File: src/hw/rtl/csvt_pkg.sv
`default_nettype none
// ----------------------------------------------------------------------------
// csvt_pkg
// Shared types, character codes and the step function for bytes outside
// quotes, for the CSV line tokenizer.
// ----------------------------------------------------------------------------
package csvt_pkg;

  localparam int unsigned MAX_FIELDS = 1023;
  localparam int unsigned CNT_W      = 10;
  localparam int unsigned CAP_INT    = (MAX_FIELDS < 1023) ? MAX_FIELDS : 1023;
  localparam logic [CNT_W-1:0] COUNT_CAP = CAP_INT[CNT_W-1:0];

  localparam logic [7:0] CH_COMMA = 8'h2C;
  localparam logic [7:0] CH_QUOTE = 8'h22;
  localparam logic [7:0] CH_CR    = 8'h0D;
  localparam logic [7:0] CH_LF    = 8'h0A;

  typedef enum logic [4:0] {
    MODE_START   = 5'b00001,
    MODE_PLAIN   = 5'b00010,
    MODE_QUOTED  = 5'b00100,
    MODE_PENDING = 5'b01000,
    MODE_SKIP    = 5'b10000
  } mode_t;

  typedef struct packed {
    mode_t mode;
    logic  emit;
    logic  end_field;
  } step_t;

  typedef struct packed {
    logic [7:0]       char_out;
    logic             has_char;
    logic             field_end;
    logic             line_end;
    logic [CNT_W-1:0] field_count;
  } res_t;

  function automatic logic is_eol(input logic [7:0] c);
    return (c == CH_CR) || (c == CH_LF);
  endfunction

  // byte outside quotes; at_start allows an opening quote
  function automatic step_t plain_step(input logic [7:0] c, input logic at_start);
    step_t s;
    s.mode      = MODE_PLAIN;
    s.emit      = 1'b0;
    s.end_field = 1'b0;
    if (at_start && (c == CH_QUOTE)) begin
      s.mode = MODE_QUOTED;
    end else if (c == CH_COMMA) begin
      s.end_field = 1'b1;
      s.mode      = MODE_START;
    end else if (is_eol(c)) begin
      s.end_field = 1'b1;
      s.mode      = MODE_SKIP;
    end else begin
      s.emit = 1'b1;
    end
    return s;
  endfunction

endpackage
`default_nettype wire

File: src/hw/rtl/csv_line_tokenizer.sv
`default_nettype none
// ----------------------------------------------------------------------------
// csv_line_tokenizer
// Streaming CSV field splitter: one byte in, one result out.
// Each byte passes the input register, then the result register; the parse
// step between the two registers is combinational. Throughput: one byte per
// cycle while the consumer holds out_ready high.
// Reset (rst_n, synchronous): both stages empty, field start, count zero.
// ----------------------------------------------------------------------------
module csv_line_tokenizer
  import csvt_pkg::*;
(
  input  wire logic             clk,
  input  wire logic             rst_n,
  input  wire logic             in_valid,
  output logic                  in_ready,
  input  wire logic [7:0]       in_char_in,
  input  wire logic             in_line_last,
  output logic                  out_valid,
  input  wire logic             out_ready,
  output logic [7:0]            out_char_out,
  output logic                  out_has_char,
  output logic                  out_field_end,
  output logic                  out_line_end,
  output logic [CNT_W-1:0]      out_field_count
);

  logic       s1_valid_r, s1_valid_nxt;
  logic [7:0] s1_char_r;
  logic       s1_last_r;
  logic       can_load;
  logic       advance;
  res_t       res_c;
  res_t       res_q;

  assign advance      = s1_valid_r && can_load;
  assign in_ready     = !s1_valid_r || can_load;
  assign s1_valid_nxt = (in_valid && in_ready) || (s1_valid_r && !can_load);

  always_ff @(posedge clk) begin
    if (!rst_n) begin
      s1_valid_r <= 1'b0;
    end else begin
      s1_valid_r <= s1_valid_nxt;
    end
  end

  always_ff @(posedge clk) begin
    if (in_valid && in_ready) begin
      s1_char_r <= in_char_in;
      s1_last_r <= in_line_last;
    end
  end

  csvt_parse u_parse (
    .clk       (clk),
    .rst_n     (rst_n),
    .advance   (advance),
    .char_in   (s1_char_r),
    .line_last (s1_last_r),
    .res       (res_c)
  );

  csvt_out_stage u_out (
    .clk       (clk),
    .rst_n     (rst_n),
    .load      (advance),
    .res_in    (res_c),
    .can_load  (can_load),
    .out_valid (out_valid),
    .out_ready (out_ready),
    .res_out   (res_q)
  );

  assign out_char_out    = res_q.char_out;
  assign out_has_char    = res_q.has_char;
  assign out_field_end   = res_q.field_end;
  assign out_line_end    = res_q.line_end;
  assign out_field_count = res_q.field_count;

endmodule
`default_nettype wire

File: src/hw/rtl/csvt_parse.sv
`default_nettype none
// ----------------------------------------------------------------------------
// csvt_parse
// Parse state and field counter; computes one result per byte and advances
// the state when the byte moves on to the result register.
// ----------------------------------------------------------------------------
module csvt_parse
  import csvt_pkg::*;
(
  input  wire logic       clk,
  input  wire logic       rst_n,
  input  wire logic       advance,
  input  wire logic [7:0] char_in,
  input  wire logic       line_last,
  output res_t            res
);

  mode_t            mode_r, mode_nxt;
  logic [CNT_W-1:0] fields_r, fields_nxt;
  step_t            st;
  logic             end_f;
  logic [CNT_W-1:0] cnt;

  always_comb begin
    st.mode      = mode_r;
    st.emit      = 1'b0;
    st.end_field = 1'b0;
    unique case (mode_r)
      MODE_QUOTED: begin
        if (char_in == CH_QUOTE) begin
          st.mode = MODE_PENDING;
        end else begin
          st.emit = 1'b1;
        end
      end
      MODE_PENDING: begin
        if (char_in == CH_QUOTE) begin
          st.emit = 1'b1;
          st.mode = MODE_QUOTED;
        end else begin
          st = plain_step(char_in, 1'b0);
        end
      end
      MODE_SKIP: begin
        if (!is_eol(char_in)) begin
          st = plain_step(char_in, 1'b1);
        end
      end
      MODE_PLAIN: st = plain_step(char_in, 1'b0);
      MODE_START: st = plain_step(char_in, 1'b1);
      default:    st = plain_step(char_in, 1'b1);
    endcase
  end

  // an open field closes at end of line
  assign end_f = st.end_field ||
                 (line_last && ((st.mode == MODE_PLAIN) || (st.mode == MODE_QUOTED) ||
                                (st.mode == MODE_PENDING)));

  assign cnt = (end_f && (fields_r < COUNT_CAP)) ? fields_r + 1'b1 : fields_r;

  assign mode_nxt   = line_last ? MODE_START : st.mode;
  assign fields_nxt = line_last ? '0 : cnt;

  assign res.char_out    = st.emit ? char_in : 8'h00;
  assign res.has_char    = st.emit;
  assign res.field_end   = end_f;
  assign res.line_end    = line_last;
  assign res.field_count = cnt;

  always_ff @(posedge clk) begin
    if (!rst_n) begin
      mode_r   <= MODE_START;
      fields_r <= '0;
    end else if (advance) begin
      mode_r   <= mode_nxt;
      fields_r <= fields_nxt;
    end
  end

endmodule
`default_nettype wire

File: src/hw/rtl/csvt_out_stage.sv
`default_nettype none
// ----------------------------------------------------------------------------
// csvt_out_stage
// Result register with valid/ready handshake toward the consumer.
// ----------------------------------------------------------------------------
module csvt_out_stage
  import csvt_pkg::*;
(
  input  wire logic clk,
  input  wire logic rst_n,
  input  wire logic load,
  input  wire res_t res_in,
  output logic      can_load,
  output logic      out_valid,
  input  wire logic out_ready,
  output res_t      res_out
);

  logic valid_r, valid_nxt;
  res_t res_r;

  assign can_load  = !valid_r || out_ready;
  assign valid_nxt = load || (valid_r && !out_ready);

  always_ff @(posedge clk) begin
    if (!rst_n) begin
      valid_r <= 1'b0;
    end else begin
      valid_r <= valid_nxt;
    end
  end

  always_ff @(posedge clk) begin
    if (load) begin
      res_r <= res_in;
    end
  end

  assign out_valid = valid_r;
  assign res_out   = res_r;

endmodule
`default_nettype wire

File: config.mk
export PLATFORM = sky130hd
export DESIGN_NAME = csv_line_tokenizer
export DESIGN_NICKNAME = d
export VERILOG_FILES = /design/src/hw/rtl/csvt_pkg.sv /design/src/hw/rtl/csv_line_tokenizer.sv /design/src/hw/rtl/csvt_parse.sv /design/src/hw/rtl/csvt_out_stage.sv
export SDC_FILE = /design/constraint.sdc
export NUM_CORES = 1
export LEC_CHECK = 0
export BUFFER_PORTS_ARGS = -buffer_cell sky130_fd_sc_hd__buf_2
export CORE_ASPECT_RATIO = 1.2
export CORE_MARGIN = 5
export CORE_UTILIZATION = 29
export CTS_CLUSTER_DIAMETER = 150
export DETAILED_ROUTE_END_ITERATION = 8
export SLEW_MARGIN = 25
export SYNTH_ARGS = -nofsm -noshare
export SYNTH_HDL_FRONTEND = slang
export SYNTH_SLANG_ARGS = --single-unit
export TNS_END_PERCENT = 30
File: constraint.sdc
create_clock -name clk -period 5.8 [get_ports clk]
set_clock_uncertainty 0.1 [all_clocks]
set_input_delay 0.58 -clock clk [delete_from_list [all_inputs] [get_ports clk]]
set_output_delay 0.58 -clock clk [all_outputs]
set_load 0.005 [all_outputs]
**Word-level counts from Yosys, hierarchy flattened**

Cells that the tools add are included.

- $add $sub $neg: 1
- Magnitude comparators: 1
- Eq/ne operators: 11
- Muxes and demuxes: 23
- Reduce and logical (&&, ||, !) cells: 18

Operators by type and width:

| operator | count |
|---|---|
| 2-to-1 mux 5 bit | 6 |
| case mux 6 bit (4 select lines) | 1 |
| 2-to-1 mux 10 bit | 2 |
| == test 8 x 4 -> 1 bit (second input constant) | 2 |
| == test 8 x 6 -> 1 bit (second input constant) | 2 |
| adder 10 x 1 -> 10 bit (second input constant) | 1 |
| == test 5 x 2 -> 1 bit (second input constant) | 2 |
| == test 5 x 3 -> 1 bit (second input constant) | 2 |
| == test 5 x 4 -> 1 bit (second input constant) | 2 |
| < comparator 10 bit (second input constant) | 1 |
| logical OR 1 bit | 8 |
| 2-to-1 mux 1 bit | 8 |
| 2-to-1 mux 7 bit | 1 |
| logical AND 1 bit | 6 |
| 2-to-1 mux 2 bit | 3 |
| 2-to-1 mux 6 bit | 1 |
| == test 5 bit (second input constant) | 1 |
| zero test 1 bit | 4 |
| case mux 1 bit (4 select lines) | 1 |

- Flip-flop bits (word level): 47
- Bits of input ports: 13
- Output and inout bits: 23
- Logic and storage cells: 65

**Longest topological paths before layout**

- Depth after elaboration: 14
- Depth in mapped cells: 8
- Depth with buffers taken out: 6

**Hierarchy**

From an unflattened synthesis, not the netlist that was laid out.

- Cell total of the unflattened synthesis: 195
- Area, all modules: 2,289.7 um^2

Modules (own cells, without submodules):

| module | instances | cells each | area each (um^2) | seq. area each (um^2) |
|---|---|---|---|---|
| csvt_parse | 1 | 155 | 1,275.0 | 300.3 |
| csvt_out_stage | 1 | 25 | 679.4 | 650.6 |
| csv_line_tokenizer | 1 | 15 | 335.3 | 290.3 |

**Worst setup path after synthesis**

No wires, ideal clock.

- Kind: flip-flop to flip-flop
- Start point: register s1_char_r[0]
- End point: register u_out.res_r (netlist bit u_out.res_out[3]), data pin
- Library setup time: 263 ps
- Data arrival time: 2,045 ps
- Data required time: 5,437 ps
- Slack: 3,392 ps
- Cell stages (with the launch flop): 8
- Buffers on the path: 1
- Period minus slack after synthesis: 2,408 ps
- Path through: edfxtp_1 -> or3b_1 -> a21o_1 -> a211o_1 -> a21boi_0 -> buf_2 -> nand2_1 -> xnor2_1

RTL lines:

| item | line | text |
|---|---|---|
| start: declaration | csv_line_tokenizer.sv:29 | `logic [7:0] s1_char_r;` |
| start signal: assignment | csv_line_tokenizer.sv:50 | `s1_char_r <= in_char_in;` |
| end signal: assignment | csvt_out_stage.sv:35 | `res_r <= res_in;` |
| end: declaration | csvt_out_stage.sv:20 | `res_t res_r;` |

**Worst setup path in the final report**

- Start point: register s1_char_r[0]
- End point: register u_out.res_r (netlist bit u_out.res_out[18]), data pin

- Longest elaborated chain between the ends: 6
- Elaborated cells between the ends (all ways): 14
- Those cells by class: eq/ne: 4; mux: 9; reduce/logical: 1

Ends and longest elaborated chain:

| item | line | text |
|---|---|---|
| == test 8 x 4 -> 1 bit | csvt_pkg.sv:42 | `return (c == CH_CR) \|\| (c == CH_LF);` |
| logical OR 1 bit | csvt_pkg.sv:42 |  |
| 2-to-1 mux 1 bit | csvt_pkg.sv:56 | `end else if (is_eol(c)) begin` |
| 2-to-1 mux 1 bit | csvt_pkg.sv:53 | `end else if (c == CH_COMMA) begin` |
| 2-to-1 mux 2 bit or 2-to-1 mux 6 bit (tied branches) | csvt_pkg.sv:51, csvt_parse.sv:37 |  |
| case mux 6 bit (4 select lines) (*) | csvt_parse.sv:28 | `unique case (mode_r)` |

Every way passes the cells marked *; elsewhere a longest branch is shown, timed or not.
A chain may end at the register's enable or synchronous reset.

==> impl_metrics.ini <==
[clock_network]
root_buffer = clkbuf_8
ctsHtreeMaxLevel = 2
cts_tree = done
post_cts_buffers = 0
clk_pin_slew_ns = 0.09
cts.path.max_buffers = 2
clkLatencyLatePin_ns = 0.30
cts-resized-gates = 0
clock-sinks = 47
cts_buffers = 5
cts_hold_buf = 0

[detailed_routing]
vias_per_cell = 4.85
dr.first_iter.drc_count = 94
first_pass_iters = 4
wl_per_cell_um = 13.1
ant_nets = 0
totalWireLength_um = 4230
via_count = 1567
drc = 0

[synth]
synth_compound_area_frac = 0.140
synth_ff_type = edfxtp_1
yosysUniqueCellTypes = 44
synth_area_per_cell_um2 = 10.7
synth_edf_count = 30
netlist_top_cells_area = edfxtp_1, dfxtp_1, nand2_1, nor2_1, xnor2_1
synth_seq_cells = 47
synth-seq-area-share = 0.581
syn_nets = 213
yosys.area.top_type = edfxtp_1
synthAdderAreaFrac = 0.00585
synthArstFlopShare = 0
synth.cell_area_um2 = 2140
synth_top_area_frac = 0.422
synth_xor_area_frac = 0.0369
synthSimpleGateAreaFrac = 0.197
netlist_instances = 199
synth_top_family_by_area = simple AND/OR/NAND/NOR gates
synth.area.mux_share = 0.00527
yosys_warnings = 0

[sta]
worst_pin_slew_ns = 0.903
finalSetupTns_ns = 0
period_needed_ns = 2.71
setup_ws_ns = 3.09
grt_setup_unrepaired = false
setup_viol = 0
hold_viol = 0
slew_headroom = 0.397
drv_slew = 0
period_share = 0.467
max_freq_mhz = 369

[power]
p_leak_nw = 0.888
ir_worst_vdd_uv = 86.0
finalPower_mw = 0.653
powerDensity_nw_per_um2 = 262

[worst_setup_path]
critPathMaxFanout = 6
cp_data_arrival_time_ns = 2.64
worst_ep_required_time_ns = 5.73
worstSetupEndpointType = flop
worst-setup-path-type = reg -> reg
crit_path_start_kind = flop

[final_layout]
drive_gt1_frac = 0.202
fillers = 729
nets = 246
seqCellArea_um2 = 1240
n_antenna_cell = 0
final_common_cell = buf_2
post-route-util = 0.345
syn_to_final_growth_pct = 16.7
mostFrequentLayoutCells = buf_2, edfxtp_1, nand2_1
multi_input_area_um2 = 822

[floorplanning]
dieArea_um2 = 9190
core_area_um2 = 7230
start_util = 0.296
row_count = 34
ioPinCount = 36
chipWidth_um = 88.4
die_y_um = 104

[place]
gp_congestion = 0.782
dp_hpwl_um = 3090
pre_cts_ws_ns = 2.99
portBuffers = 35

[global_routing]
overflow = 0
grt_pass1_wl_um = 7020
grt_pass1_vias = 1546
grtUsageTotal = 0.0955
grt_start_max_net_pins = 24
grt_antenna_before_repair = 0

[run]
cap_viol_max_count = 0

[outcome]
status = completed

[hold_path]
holdCritPathClass = in -> reg
cells in the mapped netlist (4+ instances only):
cell,instances
nand2_1,21
a31oi_1,6
clkbuf_1,7
xor2_1,4
nor3_1,7
edfxtp_1,30
nor2b_1,6
inv_1,7
nand3_1,8
dfxtp_1,17
xnor2_1,5
nor2_1,17
o21ai_0,7
a21oi_1,7
metrics by stage:
step	hold WS (ns)	std cells	instance area, um2
6_report	0.345	323	2490
5_1_grt	0.331	323	2490
4_1_cts	0.340	323	2490
3_5_place_dp	0.356	315	2380
3_3_place_gp	0.363	315	2380
2_1_floorplan	0.371	199	2140
layer usage:
metal / wire length, um / track usage / vias up
met4: 75 / 0.0356 / 0
met2: 1990 / 0.157 / 38
met3: 206 / 0.0254 / 6
li1: - / - / 803
met5: 0 / 0 / -
met1: 1960 / 0.118 / 720
cell type report:
cell class              count  share of cell area
clock buffers               6              0.0291
repair buffers             36              0.0732
flip-flops and latches     47               0.497
clock inverters             2              0.0150
inverters                   7              0.0105
well taps                  90              0.0451
multi-input cells         135               0.329
report_power, final:
part | internal (mW) | leakage [nW] | switching, mW | total [mW]
Clock | 0.129 | 0.0514 | 0.109 | 0.238
Combinational | 0.0151 | 0.416 | 0.0240 | 0.0391
Sequential | 0.369 | 0.420 | 0.00735 | 0.376
Total | 0.512 | 0.888 | 0.141 | 0.653
worst max-delay path, cell delays in order (launching register included):
cell       delay, ns
edfxtp_1        0.45
or4bb_1         0.58
nor3_1          0.40
nor2_1          0.08
o2bb2ai_1       0.14
a211oi_1        0.59
nor2b_1         0.11
path summary, 6_finish.rpt:
kind                            slack (ns)                   start                         endpoint  cells past startpoint
worst min-delay path                  0.35           in_char_in[1]           s1_char_r[1]$_DFFE_PP_                      1
worst max-delay path                  3.09  s1_char_r[0]$_DFFE_PP_  u_out.res_out[18]$_SDFFCE_PN0P_                      6
worst min register to register        0.38  s1_char_r[4]$_DFFE_PP_  u_out.res_out[17]$_SDFFCE_PN0P_                      0
worst max register to register        3.09  s1_char_r[0]$_DFFE_PP_  u_out.res_out[18]$_SDFFCE_PN0P_                      6
flip-flops by register name (all words and copies together), names as in the netlist:
register,count
u_out.res_out,21
u_parse.fields_r,10
s1_char_r,8
u_parse.mode_r,5
s1_last_r,1
s1_valid_r,1
u_out.out_valid,1
logic make-up (layout without fill, tap and decap cells):
logic type | Yosys count | count (layout)
flip-flops | 47 | 47
XOR/XNOR | 9 | 9
adder cells (fa/ha/maj) | 1 | 1
buffers and inverters | 17 | 51
multiplexers | 1 | 1
AO/OA/AOI/OAI | 43 | 43
AND/OR/NAND/NOR | 81 | 81
Power figures use the tool's default switching activity.
